<file path="config.mk">
export PLATFORM = sky130hd
export DESIGN_NAME = confusion_matrix_metrics
export DESIGN_NICKNAME = d
export VERILOG_FILES = /design/src/sv/cmm_pkg.sv /design/src/sv/cmm_divider.sv /design/src/sv/cmm_datapath.sv /design/src/sv/cmm_controller.sv /design/src/sv/confusion_matrix_metrics.sv
export SDC_FILE = /design/constraint.sdc
export NUM_CORES = 2
export LEC_CHECK = 0
export BUFFER_PORTS_ARGS = -buffer_cell sky130_fd_sc_hd__buf_2
export CORE_UTILIZATION = 69
export DETAILED_ROUTE_END_ITERATION = 10
export GPL_TIMING_DRIVEN = 1
export PLACE_DENSITY = 0.84
export REMOVE_ABC_BUFFERS = 1
export SLEW_MARGIN = 5
export SYNTH_ARGS = -nofsm -noshare
export SYNTH_HDL_FRONTEND = slang
export SYNTH_HIERARCHICAL = 1
export SYNTH_SLANG_ARGS = --single-unit
</file>
<file path="constraint.sdc">
create_clock -name clock -period 15.05 [get_ports clock]
set_input_delay 3.01 -clock clock [delete_from_list [all_inputs] [get_ports clock]]
set_output_delay 3.01 -clock clock [all_outputs]
set_load 0.01 [all_outputs]
</file>
<file path="src/sv/cmm_pkg.sv">
// Shared constants, types and codes for the confusion matrix metrics block.
`timescale 1ns / 1ps
`default_nettype none
package cmm_pkg;
   localparam int MAX_CLASSES = 16;
   localparam int IDX_W = $clog2(MAX_CLASSES);
   localparam int CNT_W = IDX_W + 1;
   localparam int CELL_W = 16;
   localparam int SUM_W = 20;
   localparam int TOT_W = 24;
   localparam int FIX_W = 17;
   localparam int FRAC_W = 16;
   localparam int NUM_W = 40;
   localparam int DEN_W = 24;
   localparam int STEP_W = $clog2(NUM_W);
   localparam int FSUM_W = FIX_W + IDX_W;
   localparam int CLASS_RESET = 2;

   typedef enum logic [2:0] {
      OP_PREC,
      OP_REC,
      OP_F1,
      OP_OVERALL,
      OP_MACRO,
      OP_WEIGHTED,
      OP_HIT
   } cmm_op_type;

   typedef enum logic [2:0] {
      ST_LOAD,
      ST_DIV_START,
      ST_DIV_WAIT,
      ST_MUL,
      ST_ACC,
      ST_SUM,
      ST_EMIT
   } cmm_state_type;

   typedef struct packed {
      logic       load_phase;
      logic       load;
      logic       div_start;
      logic       capture;
      logic       mul;
      logic       acc;
      logic       sum;
      logic       emit;
      logic       clear;
      logic       k_zero;
      logic       k_inc;
      cmm_op_type op;
   } cmm_cmd_type;

   typedef struct packed {
      logic div_done;
      logic k_last;
      logic cell_last;
   } cmm_status_type;
endpackage
`default_nettype wire

</file>
<file path="src/sv/cmm_divider.sv">
// Restoring divider, one quotient bit per cycle, zero divisor gives zero.
`timescale 1ns / 1ps
`default_nettype none
module cmm_divider (
   input  wire logic                      clock,
   input  wire logic                      reset,
   input  wire logic                      start,
   input  wire logic [cmm_pkg::NUM_W-1:0] numerator,
   input  wire logic [cmm_pkg::DEN_W-1:0] denominator,
   output logic                           done,
   output logic [cmm_pkg::NUM_W-1:0]      quotient
);
   import cmm_pkg::*;

   logic                busy_ff, busy_in;
   logic                done_ff, done_in;
   logic [STEP_W-1:0]   cnt_ff, cnt_in;
   logic [DEN_W-1:0]    rem_ff, rem_in;
   logic [NUM_W-1:0]    quo_ff, quo_in;
   logic [DEN_W-1:0]    den_ff, den_in;
   logic [DEN_W:0]      trial;
   logic                fits;

   always_comb begin
      trial = {rem_ff, quo_ff[NUM_W-1]};
      fits = trial >= {1'b0, den_ff};
      busy_in = busy_ff;
      done_in = 1'b0;
      cnt_in = cnt_ff;
      rem_in = rem_ff;
      quo_in = quo_ff;
      den_in = den_ff;
      if (start) begin
         busy_in = 1'b1;
         cnt_in = '0;
         rem_in = '0;
         quo_in = numerator;
         den_in = denominator;
      end else if (busy_ff) begin
         rem_in = fits ? DEN_W'(trial - {1'b0, den_ff}) : DEN_W'(trial);
         quo_in = {quo_ff[NUM_W-2:0], fits};
         cnt_in = cnt_ff + 1'b1;
         if (cnt_ff == STEP_W'(NUM_W - 1)) begin
            busy_in = 1'b0;
            done_in = 1'b1;
         end
      end
   end

   always_ff @(posedge clock) begin
      if (reset) begin
         busy_ff <= 1'b0;
         done_ff <= 1'b0;
         cnt_ff <= '0;
      end else begin
         busy_ff <= busy_in;
         done_ff <= done_in;
         cnt_ff <= cnt_in;
      end
      rem_ff <= rem_in;
      quo_ff <= quo_in;
      den_ff <= den_in;
   end

   assign done = done_ff;
   assign quotient = (den_ff == '0) ? '0 : quo_ff;
endmodule
`default_nettype wire

</file>
<file path="src/sv/cmm_datapath.sv">
// Accumulators, per-class stores, operand selection and result fields.
`timescale 1ns / 1ps
`default_nettype none
module cmm_datapath (
   input  wire logic                          clock,
   input  wire logic                          reset,
   input  wire cmm_pkg::cmm_cmd_type          cmd,
   output cmm_pkg::cmm_status_type            status,
   input  wire logic                          csr_write_enable,
   input  wire logic [cmm_pkg::CNT_W-1:0]     csr_write_data,
   input  wire logic [cmm_pkg::CELL_W-1:0]    req_cell_count,
   output logic [cmm_pkg::IDX_W-1:0]          rsp_class_index,
   output logic [cmm_pkg::FIX_W-1:0]          rsp_precision,
   output logic [cmm_pkg::FIX_W-1:0]          rsp_recall,
   output logic [cmm_pkg::FIX_W-1:0]          rsp_f1_value,
   output logic [cmm_pkg::FIX_W-1:0]          rsp_class_accuracy,
   output logic [cmm_pkg::SUM_W-1:0]          rsp_support,
   output logic [cmm_pkg::FIX_W-1:0]          rsp_overall_accuracy,
   output logic [cmm_pkg::FIX_W-1:0]          rsp_macro_f1,
   output logic [cmm_pkg::FIX_W-1:0]          rsp_weighted_f1,
   output logic                               rsp_last
);
   import cmm_pkg::*;

   logic [CNT_W-1:0]  class_count_ff;
   logic [CNT_W-1:0]  n_act, n_m1;
   logic [SUM_W-1:0]  row_ff [MAX_CLASSES];
   logic [SUM_W-1:0]  col_ff [MAX_CLASSES];
   logic [CELL_W-1:0] diag_ff [MAX_CLASSES];
   logic [FIX_W-1:0]  prec_ff [MAX_CLASSES];
   logic [FIX_W-1:0]  rec_ff [MAX_CLASSES];
   logic [FIX_W-1:0]  f1_ff [MAX_CLASSES];
   logic [TOT_W-1:0]  total_ff, correct_ff;
   logic [IDX_W-1:0]  r_ff, c_ff, k_ff;
   logic [FIX_W-1:0]  p_ff, q_ff, f_ff, hit_ff;
   logic [2*FIX_W-1:0] pq_ff;
   logic [FIX_W+SUM_W-1:0] wprod_ff;
   logic [FSUM_W-1:0] fsum_ff;
   logic [NUM_W-1:0]  wsum_ff;
   logic [FIX_W-1:0]  overall_ff, macro_ff, weighted_ff;
   logic [IDX_W-1:0]  row_addr, col_addr;
   logic [SUM_W-1:0]  row_rd, col_rd;
   logic [CELL_W-1:0] tp;
   logic [TOT_W:0]    hit_wide;
   logic [NUM_W-1:0]  div_num, div_quo;
   logic [DEN_W-1:0]  div_den;
   logic              div_done;
   logic              clear_all;
   logic              k_last, cell_last;

   always_comb begin
      if (class_count_ff == '0) begin
         n_act = CNT_W'(1);
      end else if (class_count_ff > CNT_W'(MAX_CLASSES)) begin
         n_act = CNT_W'(MAX_CLASSES);
      end else begin
         n_act = class_count_ff;
      end
      n_m1 = n_act - 1'b1;
   end

   assign row_addr = cmd.load_phase ? r_ff : k_ff;
   assign col_addr = cmd.load_phase ? c_ff : k_ff;
   assign row_rd = row_ff[row_addr];
   assign col_rd = col_ff[col_addr];
   assign tp = diag_ff[k_ff];
   assign hit_wide = {1'b0, total_ff} + {(TOT_W - CELL_W)'(0), tp, 1'b0}
                     - {5'd0, row_rd} - {5'd0, col_rd};
   assign clear_all = cmd.clear || csr_write_enable;

   always_comb begin
      div_num = '0;
      div_den = '0;
      case (cmd.op)
         OP_PREC: begin
            div_num = NUM_W'({tp, FRAC_W'(0)});
            div_den = DEN_W'(col_rd);
         end
         OP_REC: begin
            div_num = NUM_W'({tp, FRAC_W'(0)});
            div_den = DEN_W'(row_rd);
         end
         OP_F1: begin
            div_num = NUM_W'({pq_ff, 1'b0});
            div_den = DEN_W'({1'b0, p_ff} + {1'b0, q_ff});
         end
         OP_OVERALL: begin
            div_num = NUM_W'({correct_ff, FRAC_W'(0)});
            div_den = total_ff;
         end
         OP_MACRO: begin
            div_num = NUM_W'(fsum_ff);
            div_den = DEN_W'(n_act);
         end
         OP_WEIGHTED: begin
            div_num = wsum_ff;
            div_den = total_ff;
         end
         OP_HIT: begin
            div_num = NUM_W'({hit_wide[TOT_W-1:0], FRAC_W'(0)});
            div_den = total_ff;
         end
         default: begin
            div_num = '0;
            div_den = '0;
         end
      endcase
   end

   cmm_divider u_divider (
      .clock       (clock),
      .reset       (reset),
      .start       (cmd.div_start),
      .numerator   (div_num),
      .denominator (div_den),
      .done        (div_done),
      .quotient    (div_quo)
   );

   always_ff @(posedge clock) begin
      if (reset) begin
         class_count_ff <= CNT_W'(CLASS_RESET);
      end else if (csr_write_enable) begin
         class_count_ff <= csr_write_data;
      end
   end

   always_ff @(posedge clock) begin
      if (reset || clear_all) begin
         for (int i = 0; i < MAX_CLASSES; i++) begin
            row_ff[i] <= '0;
            col_ff[i] <= '0;
            diag_ff[i] <= '0;
         end
         total_ff <= '0;
         correct_ff <= '0;
         r_ff <= '0;
         c_ff <= '0;
         fsum_ff <= '0;
         wsum_ff <= '0;
      end else begin
         if (cmd.load) begin
            row_ff[row_addr] <= row_rd + SUM_W'(req_cell_count);
            col_ff[col_addr] <= col_rd + SUM_W'(req_cell_count);
            total_ff <= total_ff + TOT_W'(req_cell_count);
            if (r_ff == c_ff) begin
               diag_ff[r_ff] <= req_cell_count;
               correct_ff <= correct_ff + TOT_W'(req_cell_count);
            end
            if ({1'b0, c_ff} == n_m1) begin
               c_ff <= '0;
               r_ff <= r_ff + 1'b1;
            end else begin
               c_ff <= c_ff + 1'b1;
            end
         end
         if (cmd.acc) begin
            fsum_ff <= fsum_ff + FSUM_W'(f_ff);
         end
         if (cmd.sum) begin
            wsum_ff <= wsum_ff + NUM_W'(wprod_ff);
         end
      end
   end

   always_ff @(posedge clock) begin
      if (reset) begin
         k_ff <= '0;
      end else if (cmd.k_zero) begin
         k_ff <= '0;
      end else if (cmd.k_inc) begin
         k_ff <= k_ff + 1'b1;
      end
   end

   always_ff @(posedge clock) begin
      if (cmd.capture) begin
         case (cmd.op)
            OP_PREC: begin
               prec_ff[k_ff] <= div_quo[FIX_W-1:0];
               p_ff <= div_quo[FIX_W-1:0];
            end
            OP_REC: begin
               rec_ff[k_ff] <= div_quo[FIX_W-1:0];
               q_ff <= div_quo[FIX_W-1:0];
            end
            OP_F1: begin
               f1_ff[k_ff] <= div_quo[FIX_W-1:0];
               f_ff <= div_quo[FIX_W-1:0];
            end
            OP_OVERALL:  overall_ff <= div_quo[FIX_W-1:0];
            OP_MACRO:    macro_ff <= div_quo[FIX_W-1:0];
            OP_WEIGHTED: weighted_ff <= div_quo[FIX_W-1:0];
            OP_HIT:      hit_ff <= div_quo[FIX_W-1:0];
            default:     hit_ff <= hit_ff;
         endcase
      end
      if (cmd.mul) begin
         pq_ff <= p_ff * q_ff;
      end
      if (cmd.acc) begin
         wprod_ff <= f_ff * row_rd;
      end
   end

   assign k_last = ({1'b0, k_ff} == n_m1);
   assign cell_last = ({1'b0, r_ff} == n_m1) && ({1'b0, c_ff} == n_m1);
   assign status = {div_done, k_last, cell_last};

   assign rsp_class_index = k_ff;
   assign rsp_precision = prec_ff[k_ff];
   assign rsp_recall = rec_ff[k_ff];
   assign rsp_f1_value = f1_ff[k_ff];
   assign rsp_class_accuracy = hit_ff;
   assign rsp_support = row_rd;
   assign rsp_overall_accuracy = overall_ff;
   assign rsp_macro_f1 = macro_ff;
   assign rsp_weighted_f1 = weighted_ff;
   assign rsp_last = k_last;
endmodule
`default_nettype wire

</file>
<file path="src/sv/cmm_controller.sv">
// Sequencer that loads cells and steps the per-class divisions and results.
`timescale 1ns / 1ps
`default_nettype none
module cmm_controller (
   input  wire logic                    clock,
   input  wire logic                    reset,
   input  wire logic                    start,
   output logic                         busy,
   output logic                         rsp_valid,
   input  wire cmm_pkg::cmm_status_type status,
   output cmm_pkg::cmm_cmd_type         cmd
);
   import cmm_pkg::*;

   cmm_state_type state_ff, state_in;
   cmm_op_type    op_ff, op_in;

   always_ff @(posedge clock) begin
      if (reset) begin
         state_ff <= ST_LOAD;
         op_ff <= OP_PREC;
      end else begin
         state_ff <= state_in;
         op_ff <= op_in;
      end
   end

   always_comb begin
      state_in = state_ff;
      op_in = op_ff;
      cmd = '0;
      cmd.op = op_ff;
      case (state_ff)
         ST_LOAD: begin
            cmd.load_phase = 1'b1;
            if (start) begin
               cmd.load = 1'b1;
               if (status.cell_last) begin
                  cmd.k_zero = 1'b1;
                  op_in = OP_PREC;
                  state_in = ST_DIV_START;
               end
            end
         end
         ST_DIV_START: begin
            cmd.div_start = 1'b1;
            state_in = ST_DIV_WAIT;
         end
         ST_DIV_WAIT: begin
            if (status.div_done) begin
               cmd.capture = 1'b1;
               case (op_ff)
                  OP_PREC: begin
                     op_in = OP_REC;
                     state_in = ST_DIV_START;
                  end
                  OP_REC:      state_in = ST_MUL;
                  OP_F1:       state_in = ST_ACC;
                  OP_OVERALL: begin
                     op_in = OP_MACRO;
                     state_in = ST_DIV_START;
                  end
                  OP_MACRO: begin
                     op_in = OP_WEIGHTED;
                     state_in = ST_DIV_START;
                  end
                  OP_WEIGHTED: begin
                     op_in = OP_HIT;
                     cmd.k_zero = 1'b1;
                     state_in = ST_DIV_START;
                  end
                  OP_HIT:      state_in = ST_EMIT;
                  default:     state_in = ST_LOAD;
               endcase
            end
         end
         ST_MUL: begin
            cmd.mul = 1'b1;
            op_in = OP_F1;
            state_in = ST_DIV_START;
         end
         ST_ACC: begin
            cmd.acc = 1'b1;
            state_in = ST_SUM;
         end
         ST_SUM: begin
            cmd.sum = 1'b1;
            state_in = ST_DIV_START;
            if (status.k_last) begin
               op_in = OP_OVERALL;
            end else begin
               cmd.k_inc = 1'b1;
               op_in = OP_PREC;
            end
         end
         ST_EMIT: begin
            cmd.emit = 1'b1;
            if (status.k_last) begin
               cmd.clear = 1'b1;
               state_in = ST_LOAD;
            end else begin
               cmd.k_inc = 1'b1;
               op_in = OP_HIT;
               state_in = ST_DIV_START;
            end
         end
         default: state_in = ST_LOAD;
      endcase
   end

   assign busy = (state_ff != ST_LOAD);
   assign rsp_valid = cmd.emit;

`ifndef NO_ASSERTIONS
   a_start_single: assert property (@(posedge clock) disable iff (reset)
      cmd.div_start |=> !cmd.div_start)
      else $error("divider start lasted more than one cycle");
   a_wait_holds: assert property (@(posedge clock) disable iff (reset)
      (state_ff == ST_DIV_WAIT && !status.div_done) |=> (state_ff == ST_DIV_WAIT))
      else $error("left the division wait early");
   a_emit_after_hit: assert property (@(posedge clock) disable iff (reset)
      rsp_valid |-> ($past(state_ff) == ST_DIV_WAIT && op_ff == OP_HIT))
      else $error("result emitted without a class accuracy division");
`endif
endmodule
`default_nettype wire

</file>
<file path="src/sv/confusion_matrix_metrics.sv">
// Top level of the confusion matrix metrics block.
`timescale 1ns / 1ps
`default_nettype none
// Cells are taken one per cycle while busy is low and start is high, row-major with
// true classes as rows. After the last cell busy rises and the block computes, for each
// class, precision, recall and F1 (three divisions) and then overall accuracy, macro F1
// and weighted F1 (three more), and finally class accuracy per class (one division
// each). All divisions share one divider. Each result is shown for exactly one cycle
// on rsp_valid and the receiver cannot stall it; rsp_last marks the final class.
module confusion_matrix_metrics (
   input  wire logic                          clock,
   input  wire logic                          reset,
   input  wire logic                          start,
   output logic                               busy,
   input  wire logic [cmm_pkg::CELL_W-1:0]    req_cell_count,
   input  wire logic                          csr_write_enable,
   input  wire logic [cmm_pkg::CNT_W-1:0]     csr_write_data,
   output logic                               rsp_valid,
   output logic [cmm_pkg::IDX_W-1:0]          rsp_class_index,
   output logic [cmm_pkg::FIX_W-1:0]          rsp_precision,
   output logic [cmm_pkg::FIX_W-1:0]          rsp_recall,
   output logic [cmm_pkg::FIX_W-1:0]          rsp_f1_value,
   output logic [cmm_pkg::FIX_W-1:0]          rsp_class_accuracy,
   output logic [cmm_pkg::SUM_W-1:0]          rsp_support,
   output logic [cmm_pkg::FIX_W-1:0]          rsp_overall_accuracy,
   output logic [cmm_pkg::FIX_W-1:0]          rsp_macro_f1,
   output logic [cmm_pkg::FIX_W-1:0]          rsp_weighted_f1,
   output logic                               rsp_last
);
   import cmm_pkg::*;

   cmm_cmd_type    cmd;
   cmm_status_type status;

   cmm_controller u_controller (
      .clock     (clock),
      .reset     (reset),
      .start     (start),
      .busy      (busy),
      .rsp_valid (rsp_valid),
      .status    (status),
      .cmd       (cmd)
   );

   cmm_datapath u_datapath (
      .clock                (clock),
      .reset                (reset),
      .cmd                  (cmd),
      .status               (status),
      .csr_write_enable     (csr_write_enable),
      .csr_write_data       (csr_write_data),
      .req_cell_count       (req_cell_count),
      .rsp_class_index      (rsp_class_index),
      .rsp_precision        (rsp_precision),
      .rsp_recall           (rsp_recall),
      .rsp_f1_value         (rsp_f1_value),
      .rsp_class_accuracy   (rsp_class_accuracy),
      .rsp_support          (rsp_support),
      .rsp_overall_accuracy (rsp_overall_accuracy),
      .rsp_macro_f1         (rsp_macro_f1),
      .rsp_weighted_f1      (rsp_weighted_f1),
      .rsp_last             (rsp_last)
   );
endmodule
`default_nettype wire
</file>
# Word level (Yosys, flattened, before mapping)
# Memories as Yosys holds them, arrays and structs flattened. A register that Yosys moved wholly into a read port is not among the register bits.
# Cells that the tools add are included.
# Widths: inputs -> output; s select.
# word_totals
n_memories	6
out_inout_bits	146
regBits	418
elab_cells	186
mem_bits_rw	1712
# mem_list
memory	words	word_bits	rd	rd_ports_with_merged_regs	write_ports	line_no	source
u_datapath.col_ff	16	20	1	0	16	cmm_datapath.sv:28	logic [SUM_W-1:0] col_ff [MAX_CLASSES];
u_datapath.row_ff	16	20	1	0	16	cmm_datapath.sv:27	logic [SUM_W-1:0] row_ff [MAX_CLASSES];
u_datapath.f1_ff	16	17	1	1	1	cmm_datapath.sv:32	logic [FIX_W-1:0] f1_ff [MAX_CLASSES];
u_datapath.prec_ff	16	17	1	1	1	cmm_datapath.sv:30	logic [FIX_W-1:0] prec_ff [MAX_CLASSES];
u_datapath.rec_ff	16	17	1	1	1	cmm_datapath.sv:31	logic [FIX_W-1:0] rec_ff [MAX_CLASSES];
u_datapath.diag_ff	16	16	1	1	16	cmm_datapath.sv:29	logic [CELL_W-1:0] diag_ff [MAX_CLASSES];
# op_classes
n_bitwise	1
magnitude_cmp	2
n_addsub	16
mux	80
multipliers	2
n_eq_ne	22
n_reduce_logical	32
# ops
operator	count
$pmux 40 s6	1
$pmux 24 s5	1
$mux 40	2
$mux 4	14
$add 24x16->24	2
$sub 24x20->24	2
$add 20x16->20	2
$add 40x37->40	1
$mux 1	40
$mux 20	2
$reduce_or 20->1	2
$mul 17x20->37	1
$mul 17x17->34	1
$ge 25x24->1	1
$add 24x17->24	1
$logic_not 24->1	1
$mux 24	1
$pmux 3 s4	2
$sub 24x24->24	1
$add 21x17->21	1
$mux 3	7
$add 17x17->18	1
$eq 3x3->1 const B	6
$pmux 3 s6	1
33 further kinds	61

# Longest topological paths before layout
# depth
ltp_word	13
ltp_mapped	37

# Hierarchy
# Netlist, hierarchy kept.
# by_module_without_submodules
mod	n_inst	area_each_um2	seq_area_each_um2	cells_each
cmm_datapath	1	110562.3	59717.3	8215
cmm_divider	1	5595.4	2562.5	547
cmm_controller	1	496.7	120.1	69

# Worst setup path after synthesis
# OpenSTA, ideal clock, no wires.
# synth_path
path_type	register -> register
startpoint	register u_controller.state_ff[0]
endpoint	register u_datapath.wprod_ff[35] (data pin)
setup_slack_ns	6.713
path_buffers	6
t_arrival_ns	8.074
path_stages_with_launch	36
required_ns	14.786
cell_sequence	dfxtp_1 > clkbuf_1 > or3_1 > inv_1 > buf_4 > nor2b_1 > a21oi_1 > buf_4 > buf_4 > buf_2 > mux4_2 > o22ai_1 > nor2_1 > buf_4 > nand2_1 > fa_1 > inv_1 > fa_1 > inv_1 > fa_1 > inv_1 > fa_1 > fa_1 > inv_1 > fa_1 > inv_1 > ha_1 > or3_1 > o211ai_1 > a31oi_1 > nor4_1 > o31ai_1 > o21ai_0 > nand2b_1 > a221oi_1 > xnor2_1
# synth_rtl
item	line_no	source
start, declared	cmm_controller.sv:15	cmm_state_type state_ff, state_in;
start signal, assigned	cmm_controller.sv:23	state_ff <= state_in;
end signal, assigned	cmm_datapath.sv:202	wprod_ff <= f_ff * row_rd;
end, declared	cmm_datapath.sv:37	logic [FIX_W+SUM_W-1:0] wprod_ff;

==> impl_metrics.tcl <==
set metrics [dict create \
    clock_sinks 2134 \
    grt_max_degree 73 \
    hp-class "flip-flop to flip-flop" \
    syn_avg_cell_area_sq_um 13.23 \
    pre_cts_slack_ns 4.892 \
    cp-end-kind "flip-flop" \
    drive_gt1_share_pct 15.35 \
    cts.clk_slew.worst_paths_ns 0.06 \
    setup_viol 0 \
    dieHeight_um 412.9 \
    cp.required_ns 15.67 \
    vias 79100 \
    fin_worst_skew_ns 0.08803 \
    cpMaxStageDelayCell "nor2_2" \
    first_global_vias 79690 \
    gp_congestion 0.9775 \
    start_util_pct 69.59 \
    power_mw 15.09 \
    drt_iter0_drc 12540 \
    crit_buf_inv 6 \
    num_io_pins 171 \
    area_growth_pct 8.780 \
    grt_pass1_wl_um 522900 \
    rows 150 \
    rsz0062_at_grt "false" \
    max_stage_delay_ns 0.95 \
    nets 9894 \
    finalHoldViolations 0 \
    clk-insertion-delay-late_ns 0.93 \
    chipWidth_um 412.9 \
    grtUsageTotal_pct 42.54 \
    status "finished, final reports clean" \
    power.density_mw_per_mm2 119.1 \
    io_buffers 170 \
    period_needed_ns 10.37 \
    synth_warnings 6 \
    cts_hold_buf 0 \
    ctsResizeCount 0 \
    ant_nets 0 \
    dieArea_sq_mm 0.1705 \
    syn_inst 8805 \
    syn_area_sq_mm 0.1165 \
    dp_hpwl_um 220900 \
    crit_family "adder cells" \
    ir_drop_mv 0.1364 \
    worst_hold_slack_ns 0.4692 \
    drc 0 \
    worstMarginPinSlew_ns 1.405 \
    cts_tree "done" \
    core_sq_mm 0.1674 \
    crit_fanout 50 \
    timing.final.crit_share_pct 68.89 \
    max_slew_margin_pct 6.254 \
    numCtsBuffers 201 \
    max_cap_violations 0 \
    antenna_found_initial 24 \
    crit_arrival_ns 10.99 \
    routed_wl_um 359200 \
    vias_per_cell 7.007 \
    stdcell_area_sq_mm 0.1267 \
    postCtsSetupRepairBufs 0 \
    p_leak_nw 48.40 \
    placed_cell_area_sq_mm 0.1200 \
    cpMostUsedCell "fa_1" \
    avgRoutedWirePerCell_um 31.82 \
    slew_violations 0 \
    clk_path_buf_depth 3 \
    final.setup.worst_slack_ns 4.681 \
    max_freq_mhz 96.44 \
    grt_overflow 0 \
    drt_first_pass_iters 9 \
    clock-root-buffer "clkbuf_16" \
    ctsHtreeMaxLevel 4 \
    critPathLaunchType "flip-flop" \
    worst-setup-path-type "flip-flop to flip-flop" \
]
through the flow:
step	TNS [ns]	cells	util [%]
after floorplan	-2.701	8313	-
after global placement	0	10910	71.71
after detailed placement	0	10910	71.71
after CTS	0	11280	75.68
after global routing	0	11280	75.69
final	0	11290	75.70
sequential cells by signal (all words and copies together), names as in the netlist, 34 cells and up, named ones only:
signal	count
u_datapath/col_ff	320
u_datapath/row_ff	320
u_datapath/f1_ff	272
u_datapath/prec_ff	272
u_datapath/rec_ff	272
u_datapath/diag_ff	256
u_datapath/u_divider/quo_ff	40
u_datapath/wsum_ff	40
u_datapath/wprod_ff	37
u_datapath/pq_ff	34
area by class of cell:
class,instances,area [sq um]
diodes,8,20.02
clock buffers,232,5189
clock inverters,135,1463
fillers,9600,40680
inverters,723,2714
multi-input cells,5456,49610
flip-flops and latches,2134,62420
well taps,2204,2758
repair buffers,397,2555
cells in the final DEF, fill, tap and decap left out, types with 72 or more instances in the layout:
cell and instances:
clkbuf_16 203, dfxtp_1 163, a21oi_1 243, ha_1 420
buf_4 227, a21o_1 89, and2_1 500, fa_1 536
o21ai_0 177, inv_1 718, xnor2_1 136, buf_2 170
nand3_1 76, nor2_1 947, nand2_1 697, edfxtp_1 1966
xor2_1 98, mux4_2 487, mux2i_1 76, a22oi_1 72
nor3_1 102
power by group:
part / total, mW / internal, mW / switching (mW)
Clock: 5.25 / 2.87 / 2.37
Sequential: 6.73 / 6.65 / 0.0784
Combinational: 3.11 / 1.21 / 1.90
Total: 15.1 / 10.7 / 4.36
worst min-delay path: cells and delay by family (launching register included):
kind | cells | cell delay (ns)
AO/OA/AOI/OAI | 1 | 0.05
flip-flops | 1 | 0.32
AND/OR/NAND/NOR | 1 | 0.06
metal layers:
metal / global-route usage [%] / vias up / wire length, um
met2: 66.57 / 6914 / 166200
met4: 29.34 / 30 / 29960
met5: 0 / - / 199
met3: 11.55 / 1741 / 47460
met1: 51.85 / 38780 / 115400
li1: - / 31630 / -
worst paths after layout:
check	start	end	slack [ns]	cells after the start
max reg2reg	u_controller/state_ff[2]	u_datapath/wprod_ff[35]	4.68	29
max	u_controller/state_ff[2]	u_datapath/wprod_ff[35]	4.68	29
min	u_datapath/correct_ff[14]	u_datapath/correct_ff[14]	0.47	2
min reg2reg	u_datapath/correct_ff[14]	u_datapath/correct_ff[14]	0.47	2
Power figures use the tool's default switching activity.
